--- src/rtl/btb_pkg.sv ---
// Shared types and constants for the branch target buffer.
// Used by btb_update and branch_target_buffer; has no dependencies.

package btb_pkg;

    // Number of entries; must be a power of two (the index is a slice of pc).
    localparam int ENTRIES      = 64;
    localparam int COUNTER_BITS = 2;
    localparam int IDX_W        = $clog2(ENTRIES);
    localparam int PC_W         = 32;

    localparam logic [COUNTER_BITS-1:0] CTR_HALF = COUNTER_BITS'(1) << (COUNTER_BITS - 1);
    localparam logic [COUNTER_BITS-1:0] CTR_MAX  = {COUNTER_BITS{1'b1}};
    localparam logic [PC_W-1:0]         PC_STEP  = PC_W'(4);

    typedef enum logic [1:0] {
        KIND_LOOKUP    = 2'd0,
        KIND_TAKEN     = 2'd1,
        KIND_NOT_TAKEN = 2'd2
    } t_kind;

    typedef struct packed {
        logic [PC_W-1:0]         tag;
        logic [COUNTER_BITS-1:0] ctr;
        logic [PC_W-1:0]         target;
    } t_entry;

    localparam int ENTRY_W = $bits(t_entry);

    localparam t_entry ENTRY_RESET = '{
        tag:    {PC_W{1'b1}},
        ctr:    CTR_HALF,
        target: '0
    };

    // Outcome of one item, from the update logic back to the pipeline.
    typedef struct packed {
        logic            wr_en;
        logic            lookup;
        logic [PC_W-1:0] next_pc;
        t_entry          entry;
    } t_upd;

endpackage

--- src/rtl/btb_ram.sv ---
// Generic single-port-write, single-port-read RAM with registered read data.
// Stand-alone; no package dependency.

module btb_ram #(
    parameter int WIDTH = 8,
    parameter int DEPTH = 16
) (
    input  logic                     i_clk,
    input  logic                     i_we,
    input  logic [$clog2(DEPTH)-1:0] i_waddr,
    input  logic [WIDTH-1:0]         i_wdata,
    input  logic                     i_re,
    input  logic [$clog2(DEPTH)-1:0] i_raddr,
    output logic [WIDTH-1:0]         o_rdata
);

    logic [WIDTH-1:0] r_mem [DEPTH];
    logic [WIDTH-1:0] r_rdata;

    always_ff @(posedge i_clk) begin
        if (i_we) begin
            r_mem[i_waddr] <= i_wdata;
        end
        if (i_re) begin
            r_rdata <= r_mem[i_raddr];
        end
    end

    assign o_rdata = r_rdata;

endmodule

--- src/rtl/btb_update.sv ---
// Prediction and counter/tag/target update for one entry of the buffer.
// Depends on btb_pkg.

module btb_update (
    input  logic [1:0]                    i_kind,
    input  logic [btb_pkg::PC_W-1:0]      i_pc,
    input  logic [btb_pkg::PC_W-1:0]      i_target,
    input  btb_pkg::t_entry               i_entry,
    output btb_pkg::t_upd                 o_upd
);

    logic hit;

    assign hit = (i_entry.tag == i_pc);

    always_comb begin
        o_upd         = '0;
        o_upd.entry   = i_entry;
        o_upd.next_pc = i_pc + btb_pkg::PC_STEP;
        unique case (btb_pkg::t_kind'(i_kind))
            btb_pkg::KIND_LOOKUP: begin
                o_upd.lookup = 1'b1;
                if (hit && (i_entry.ctr >= btb_pkg::CTR_HALF)) begin
                    o_upd.next_pc = i_entry.target;
                end
            end
            btb_pkg::KIND_TAKEN: begin
                o_upd.wr_en        = 1'b1;
                o_upd.entry.target = i_target;
                if (!hit) begin
                    o_upd.entry.tag = i_pc;
                    o_upd.entry.ctr = btb_pkg::CTR_HALF;
                end else if (i_entry.ctr != btb_pkg::CTR_MAX) begin
                    o_upd.entry.ctr = i_entry.ctr + btb_pkg::COUNTER_BITS'(1);
                end
            end
            btb_pkg::KIND_NOT_TAKEN: begin
                o_upd.wr_en = 1'b1;
                if (!hit) begin
                    o_upd.entry.tag = i_pc;
                    o_upd.entry.ctr = btb_pkg::CTR_HALF;
                end else if (i_entry.ctr != '0) begin
                    o_upd.entry.ctr = i_entry.ctr - btb_pkg::COUNTER_BITS'(1);
                end
            end
            default: begin
                // unused kind code: no state change, no transfer out
            end
        endcase
    end

endmodule

--- src/rtl/branch_target_buffer.sv ---
// Top level of the direct-mapped branch target buffer.
// Depends on btb_pkg, btb_ram and btb_update.

// Two-stage read-modify-write pipeline around one entry RAM (tag, counter,
// target per entry, indexed by pc[IDX_W+1:2]). An item is read from the RAM
// at the edge it is taken. In the following cycle its prediction is formed,
// and at the edge it leaves stage 1 any update is written back and a lookup's
// next_pc is loaded into the output register. One item is taken per cycle
// unless stage 1 is stalled. The only stall is a full output register holding
// an untaken result while another lookup waits in stage 1. Back-to-back
// accesses to the same entry are served by forwarding the most recent write.
// Reset values come from a per-entry valid bit, so no clearing pass is needed.

module branch_target_buffer (
    input  logic                         i_clk,
    input  logic                         i_rst_n,
    input  logic                         i_valid,
    output logic                         o_ready,
    input  logic [1:0]                   i_kind,
    input  logic [btb_pkg::PC_W-1:0]     i_pc,
    input  logic [btb_pkg::PC_W-1:0]     i_target,
    output logic                         o_valid,
    input  logic                         i_ready,
    output logic [btb_pkg::PC_W-1:0]     o_next_pc
);

    logic                         in_fire;
    logic                         s1_adv;
    logic                         fwd_hit;
    logic                         wr_en;
    logic [btb_pkg::IDX_W-1:0]    in_idx;
    logic [btb_pkg::ENTRY_W-1:0]  rd_data;
    btb_pkg::t_entry              cur_entry;
    btb_pkg::t_upd                upd;

    logic                         r_s1_valid;
    logic [1:0]                   r_s1_kind;
    logic [btb_pkg::PC_W-1:0]     r_s1_pc;
    logic [btb_pkg::PC_W-1:0]     r_s1_target;
    logic [btb_pkg::IDX_W-1:0]    r_s1_idx;

    logic [btb_pkg::ENTRIES-1:0]  r_vld;
    logic                         r_fwd_valid;
    logic [btb_pkg::IDX_W-1:0]    r_fwd_idx;
    btb_pkg::t_entry              r_fwd_entry;

    logic                         r_out_valid;
    logic [btb_pkg::PC_W-1:0]     r_out_next_pc;

    assign in_idx  = i_pc[btb_pkg::IDX_W+1:2];
    assign s1_adv  = r_s1_valid && (!upd.lookup || !r_out_valid || i_ready);
    assign o_ready = !r_s1_valid || s1_adv;
    assign in_fire = i_valid && o_ready;
    assign wr_en   = s1_adv && upd.wr_en;

    btb_ram #(
        .WIDTH (btb_pkg::ENTRY_W),
        .DEPTH (btb_pkg::ENTRIES)
    ) u_ram (
        .i_clk   (i_clk),
        .i_we    (wr_en),
        .i_waddr (r_s1_idx),
        .i_wdata (upd.entry),
        .i_re    (in_fire),
        .i_raddr (in_idx),
        .o_rdata (rd_data)
    );

    // Latest write wins over the RAM copy, which may predate it.
    assign fwd_hit = r_fwd_valid && (r_fwd_idx == r_s1_idx);

    always_comb begin
        priority if (fwd_hit) begin
            cur_entry = r_fwd_entry;
        end else if (r_vld[r_s1_idx]) begin
            cur_entry = btb_pkg::t_entry'(rd_data);
        end else begin
            cur_entry = btb_pkg::ENTRY_RESET;
        end
    end

    btb_update u_update (
        .i_kind   (r_s1_kind),
        .i_pc     (r_s1_pc),
        .i_target (r_s1_target),
        .i_entry  (cur_entry),
        .o_upd    (upd)
    );

    always_ff @(posedge i_clk) begin
        if (!i_rst_n) begin
            r_s1_valid  <= 1'b0;
            r_vld       <= '0;
            r_fwd_valid <= 1'b0;
            r_out_valid <= 1'b0;
        end else begin
            if (in_fire) begin
                r_s1_valid <= 1'b1;
            end else if (s1_adv) begin
                r_s1_valid <= 1'b0;
            end
            if (wr_en) begin
                r_vld[r_s1_idx] <= 1'b1;
                r_fwd_valid     <= 1'b1;
            end
            if (s1_adv && upd.lookup) begin
                r_out_valid <= 1'b1;
            end else if (i_ready) begin
                r_out_valid <= 1'b0;
            end
        end
    end

    always_ff @(posedge i_clk) begin
        if (in_fire) begin
            r_s1_kind   <= i_kind;
            r_s1_pc     <= i_pc;
            r_s1_target <= i_target;
            r_s1_idx    <= in_idx;
        end
        if (wr_en) begin
            r_fwd_idx   <= r_s1_idx;
            r_fwd_entry <= upd.entry;
        end
        if (s1_adv && upd.lookup) begin
            r_out_next_pc <= upd.next_pc;
        end
    end

    assign o_valid   = r_out_valid;
    assign o_next_pc = r_out_next_pc;

    a_wr_on_adv: assert property (@(posedge i_clk) disable iff (!i_rst_n)
        wr_en |-> (r_s1_valid && !upd.lookup))
        else $error("write-back without an update item in stage 1");

    a_no_overrun: assert property (@(posedge i_clk) disable iff (!i_rst_n)
        (r_s1_valid && !s1_adv) |-> !in_fire)
        else $error("stage 1 overwritten while stalled");

    a_out_from_lookup: assert property (@(posedge i_clk) disable iff (!i_rst_n)
        (!r_out_valid ##1 r_out_valid) |-> $past(s1_adv && upd.lookup))
        else $error("result appeared without a lookup");

    a_fwd_valid_bit: assert property (@(posedge i_clk) disable iff (!i_rst_n)
        r_fwd_valid |-> r_vld[r_fwd_idx])
        else $error("forwarded entry not marked valid");

endmodule

--- config.mk ---
export PLATFORM = sky130hd
export DESIGN_NAME = branch_target_buffer
export DESIGN_NICKNAME = d
export VERILOG_FILES = /design/src/rtl/btb_pkg.sv /design/src/rtl/btb_ram.sv /design/src/rtl/btb_update.sv /design/src/rtl/branch_target_buffer.sv
export SDC_FILE = /design/constraint.sdc
export NUM_CORES = 2
export LEC_CHECK = 0
export BUFFER_PORTS_ARGS = -buffer_cell sky130_fd_sc_hd__buf_4
export CELL_PAD_IN_SITES_DETAIL_PLACEMENT = 1
export CELL_PAD_IN_SITES_GLOBAL_PLACEMENT = 1
export CORE_ASPECT_RATIO = 0.8
export CORE_MARGIN = 2
export CORE_UTILIZATION = 30
export DETAILED_ROUTE_END_ITERATION = 7
export GPL_TIMING_DRIVEN = 0
export PLACE_DENSITY = 0.54
export RECOVER_POWER = 100
export SETUP_SLACK_MARGIN = 0.02
export SLEW_MARGIN = 20
export SYNTH_ARGS = -nofsm -noshare
export SYNTH_HDL_FRONTEND = slang
export SYNTH_MEMORY_MAX_BITS = 65536
export SYNTH_SLANG_ARGS = --single-unit
--- constraint.sdc ---
create_clock -name i_clk -period 13.99 [get_ports i_clk]
set_clock_uncertainty 0.05 [all_clocks]
set_input_delay 2.0985 -clock i_clk [delete_from_list [all_inputs] [get_ports i_clk]]
set_output_delay 2.0985 -clock i_clk [all_outputs]
set_load 0.005 [all_outputs]
# ---- Word level (Yosys, flattened, before mapping)
# Memories as Yosys holds them, arrays and structs flattened. A register that Yosys moved wholly into a read port is not among the register bits.
# Index checks and enable logic that the tools add are counted.
dict set report op_classes {
  add_sub_neg 3
  n_lt_le_gt_ge 3
  eq_ne 5
  n_mux 22
  n_bitwise 1
  n_reduce_logical 18
}
# op n
set ops {}
lappend ops {{$mux W66} 2}
lappend ops {{$mux W32} 3}
lappend ops {{$pmux W34 S2} 1}
lappend ops {{$or A64 B64 Y64} 1}
lappend ops {{$mux W33} 1}
lappend ops {{$add A32 B3 Y32 const B} 1}
lappend ops {{$eq A32 B32 Y1} 1}
lappend ops {{$mux W1} 9}
lappend ops {{$mux W2} 4}
lappend ops {{$logic_and A1 B1 Y1} 7}
lappend ops {{$lt A6 B7 Y1 const B} 1}
lappend ops {{$bmux W1 S6} 1}
lappend ops {{$demux W1 S6} 1}
lappend ops {{$eq A6 B6 Y1} 1}
lappend ops {{$ge A6 B1 Y1 const B} 1}
lappend ops {{$reduce_bool A2 Y1} 3}
lappend ops {{$logic_not A1 Y1} 3}
lappend ops {{$logic_or A1 B1 Y1} 3}
lappend ops {{$add A2 B1 Y2 const B} 1}
lappend ops {{$eq A2 B1 Y1 const B} 1}
lappend ops {{$eq A2 B2 Y1 const B} 1}
lappend ops {{$ge A2 B2 Y1 const B} 1}
lappend ops {{$logic_not A2 Y1} 1}
lappend ops {{$ne A2 B2 Y1 const B} 1}
lappend ops {{other kinds (2)} 2}
dict set report word_totals {
  ff_bits 243
  ramBits 4224
  inputBits 70
  output_inout_bits 34
  mem_count 1
}
# memory depth word_bits rd rd_clocked_by_memory_dff write_ports line_no
set memory_table {}
lappend memory_table {u_ram.r_mem 64 66 1 1 1 btb_ram.sv:17} ;# logic [WIDTH-1:0] r_mem [DEPTH];

# ---- Longest topological paths before layout
dict set report depth {
  depth_word 15
  ltp_mapped 14
  ltp_nobuf 9
}

# ---- By module
# Synthesis repeated with hierarchy kept, for this count alone.
dict set report unflattened {
  hier_cells 7895
  area_unflattened_um2 172573.0
}
# module n_inst cells_per_inst area_per_inst_um2
set by_module_without_submodules {}
lappend by_module_without_submodules {btb_ram 1 6852 161157.1}
lappend by_module_without_submodules {branch_target_buffer 1 715 9160.0}
lappend by_module_without_submodules {btb_update 1 328 2255.9}

# ---- Least setup slack after synthesis
# OpenSTA, ideal clock, no wires.
dict set report synth_path {
  path_kind {input-to-reg}
  start {input port i_ready}
  end {memory u_ram.r_mem[41][0] (netlist bit), enable pin}
  t_arrival_ns 9.948
  required_time_ns 13.448
  setup_slack_ns 3.500
  stages 4
  n_path_buf 0
  path_cell_list {nor2b_1 -> a21oi_1 -> nand3_1 -> nor2_1}
}
dict set report synth_via {
  elab_chain_cells 5
}
# item line_no
set synth_lines {}
lappend synth_lines {{start: declaration} branch_target_buffer.sv:23} ;# input logic i_ready,
lappend synth_lines {{$logic_or A1 B1 Y1} branch_target_buffer.sv:51} ;# assign s1_adv = r_s1_valid && (!upd.lookup || !r_out_valid || i_ready);
lappend synth_lines {{$logic_and A1 B1 Y1} branch_target_buffer.sv:51}
lappend synth_lines {{$logic_and A1 B1 Y1} branch_target_buffer.sv:54} ;# assign wr_en = s1_adv && upd.wr_en;
lappend synth_lines {{net u_ram.i_we} btb_ram.sv:9} ;# input logic i_we,
lappend synth_lines {{$mux W1} btb_ram.sv:21} ;# if (i_we) begin
lappend synth_lines {{$mux W1 (not written as such)} btb_ram.sv:22} ;# r_mem[i_waddr] <= i_wdata;
lappend synth_lines {{end: declaration} btb_ram.sv:17}
# The timed path passes the listed nets, and every way through them passes these cells.

# ---- Final worst setup path
dict set report layout_path {
  start {input port i_ready}
  end {memory u_ram.r_mem[22][47] (netlist bit), enable pin}
}
# The elaborated chain is that of the path after synthesis.

==> flow_metrics.tcl <==
set metrics [dict create \
    drcViolationCount 0 \
    cp-end-kind "flop" \
    path_clk_slew_ns 0.06 \
    holdCritStartpoint "r_vld[24]" \
    placed_cells 15286 \
    reg2reg_depth 12 \
    avgViaCountPerCell 5.23 \
    finalHoldViolCount 0 \
    dieWidth_um 852 \
    drt_wl_total_um 557000 \
    reg2reg_to "u_ram.r_mem[22][47]" \
    power_mw 28.7 \
    final_common_cell "edfxtp_1" \
    rsz0062_at_grt "no" \
    r2r_start "r_s1_kind[1]" \
    cts.sinks 4527 \
    clk_root_buffer_cell "clkbuf_16" \
    synthDistinctLibCells 61 \
    hold_depth 1 \
    maxCapViolations 170 \
    ys_seq_area_share_pct 78.3 \
    die-area_mm2 0.582 \
    post_synth.cell_area_avg_um2 24.5 \
    tightest_slew_ns 3.11 \
    wl_per_cell_um 34.5 \
    core_area_mm2 0.574 \
    crit_chain "clkbuf_4 > nor2b_1 > a21oi_1 > clkbuf_1 > clkbuf_1 > and2_0 > nand2_1 > nor2_1 > clkbuf_1 > clkbuf_1 > clkbuf_1" \
    htreeDepth 5 \
    layout-drive-gt1-share_pct 26.9 \
    syn_nets 7118 \
    place_area_mm2 0.195 \
    gr-total-overflow 0 \
    p_per_area_mw_per_mm2 144 \
    async_flop_share_pct 0 \
    rows 249 \
    grt_pass1_wl_um 755000 \
    synth_area_mm2 0.173 \
    grt_max_degree 66 \
    final_area_mm2 0.200 \
    crit_fanout 18 \
    final_cell_mix "edfxtp_1 (4,460), mux4_2 (1,389), clkbuf_1 (764)" \
    gp_congestion 0.870 \
    ff2ff_setup_slack_ns 4.22 \
    vias 84486 \
    start_util_pct 30.1 \
    ys_ff_latch 4527 \
    fin_crit_ns 10.00 \
    hold_class "reg -> reg" \
    ys_warn_count 0 \
    cp_num_buf_inv 6 \
    numCtsBuffers 459 \
    cp_data_required_time_ns 14.54 \
    worstSetupPathType "in -> reg" \
    utilization_pct 34.8 \
    vdd_drop_max_mv 0.106 \
    grtUsageMet3_pct 3.68 \
    violations "capacitance limit, slew limit" \
    finalSetupTns_ns 0 \
    synthCells 7044 \
    status "finished with violations" \
    crit_slowest_cell "nor2_1" \
    setup_viol 0 \
    final_nets 8168 \
    cts_setup_buffers 0 \
    arrival_ns 10.55 \
    ctsResizeCount 0 \
    clock_latency_ns 1.05 \
    firstDrtPassIters 5 \
    first_global_vias 86565 \
    grt_use_total_pct 18.8 \
    startpoint_type "input port" \
    port_buffers 102 \
    use_met1_pct 26.2 \
    use_met2_pct 29.1 \
    whs_endpoint "r_vld[24]" \
    synth_edf_count 4460 \
    ios 104 \
    crit_family "buffers and inverters" \
    slowest_delay_ns 1.67 \
    top_usage_layer "met2" \
    areaGrowthSynthToFinish_pct 15.7 \
    first_iter_violations 10759 \
    cp_common_cell "clkbuf_1" \
    cts-hold-fix-buffers 0 \
    final_cells 16151 \
    ant_nets 0 \
    slew_viol_final 2664 \
    path_depth 11 \
    max_slew_margin_pct -107 \
    die_h_um 683 \
    cts_tree "built" \
    clock_path_buffers 4 \
    fmax_mhz 100 \
    leakage_nw 60.8 \
    synth-main-ff-cell "edfxtp_1" \
    timing.final.crit_share_pct 71.5 \
    dpl.hpwl_um 403000 \
    antenna_found_initial 65 \
]
==> cell usage after synthesis (all sizes together) (2+ instances only) <==
master / number / share of area [%]
edfxtp: 4460 / 78
mux4: 1389 / 18
clkbuf: 263 / 0.57
nor2: 108 / 0.23
buf: 107 / 0.25
inv: 74 / 0.16
mux2i: 73 / 0.42
nand2: 72 / 0.16
dfxtp: 67 / 0.78
o21a: 66 / 0.29
nor3: 43 / 0.13
nand3: 36 / 0.10
a22oi: 35 / 0.15
xnor2: 32 / 0.16
o31ai: 30 / 0.13
o22ai: 27 / 0.098
a21oi: 19 / 0.055
nand3b: 12 / 0.052
a22o: 10 / 0.051
nor4: 10 / 0.040
nand4: 9 / 0.033
xor2: 9 / 0.046
mux2: 8 / 0.054
nor2b: 8 / 0.029
or3b: 8 / 0.041
nand2b: 7 / 0.025
o211ai: 5 / 0.022
ha: 4 / 0.029
o21ai: 4 / 0.012
o2bb2ai: 4 / 0.020
o41ai: 4 / 0.020
or2: 4 / 0.014
a221oi: 3 / 0.015
and3: 3 / 0.011
o2111ai: 3 / 0.015
or4: 3 / 0.013
a221o: 2 / 0.012
a31oi: 2 / 0.0072
and2: 2 / 0.0072
o311ai: 2 / 0.010
o32ai: 2 / 0.010
==> where the power goes <==
part           switching [mW]  leakage, nW  internal [mW]
clock                    5.20         6.85           6.53
sequential             0.0638         41.0           15.2
combinational            1.14         12.9          0.548
total                    6.40         60.8           22.3
==> per-layer routing <==
layer | vias to the layer above | share of wire [%]
met2 | 3729 | 45
met3 | 853 | 8.3
met4 | 8 | 5.0
li1 | 32780 | -
met5 | - | 0.011
met1 | 47116 | 42
==> worst max-delay path by stage <==
stage,endpoint,from
after global placement,u_ram.r_mem[44][55],i_ready
final,u_ram.r_mem[22][47],i_ready
after global routing,u_ram.r_mem[22][47],i_ready
after floorplan,u_ram.r_mem[41][0],i_ready
after detailed placement,u_ram.o_rdata[40],i_pc[2]
after CTS,u_ram.r_mem[24][28],r_s1_pc[2]
==> through the flow <==
| stage | setup WS (ns) | hold slack, ns |
|---|---|---|
| after CTS | 7.85 | 0.409 |
| final | 3.99 | 0.407 |
| after floorplan | 3.50 | 0.383 |
| after global routing | 3.86 | 0.421 |
| after global placement | -8.16 | 0.391 |
| after detailed placement | 7.13 | 0.396 |
==> state kept, by name, summed over array words and instances (netlist names), 2 cells and up <==
name           flops
u_ram.o_rdata     66
r_s1_pc           32
r_vld             64
u_ram.r_mem     4224
r_fwd_entry       66
o_next_pc         32
r_s1_kind          2
r_s1_target       32
r_fwd_idx          6
==> layout make-up <==
| type | count | area (um2) |
|---|---|---|
| clock inverter | 247 | 2040 |
| sequential | 4527 | 135000 |
| clock buffer | 567 | 12000 |
| timing repair buffer | 589 | 3050 |
| tap | 7655 | 9580 |
| buffer | 370 | 1620 |
| multi-input combinational | 2073 | 35900 |
| fill | 55683 | 374000 |
| antenna | 49 | 123 |
| inverter | 74 | 278 |
==> cell families after synthesis <==
group / count (synthesis) / share of synthesized area [%]
DFF: 4527 / 78.3
muxes: 1470 / 18.6
buffers and inverters: 444 / 0.986
and+or+nand+nor: 329 / 0.909
AOI/OAI and AO/OA: 229 / 0.974
xor gates and xnor gates: 41 / 0.208
adders and majority gates: 4 / 0.0290
(Power assumes the default switching activity.)
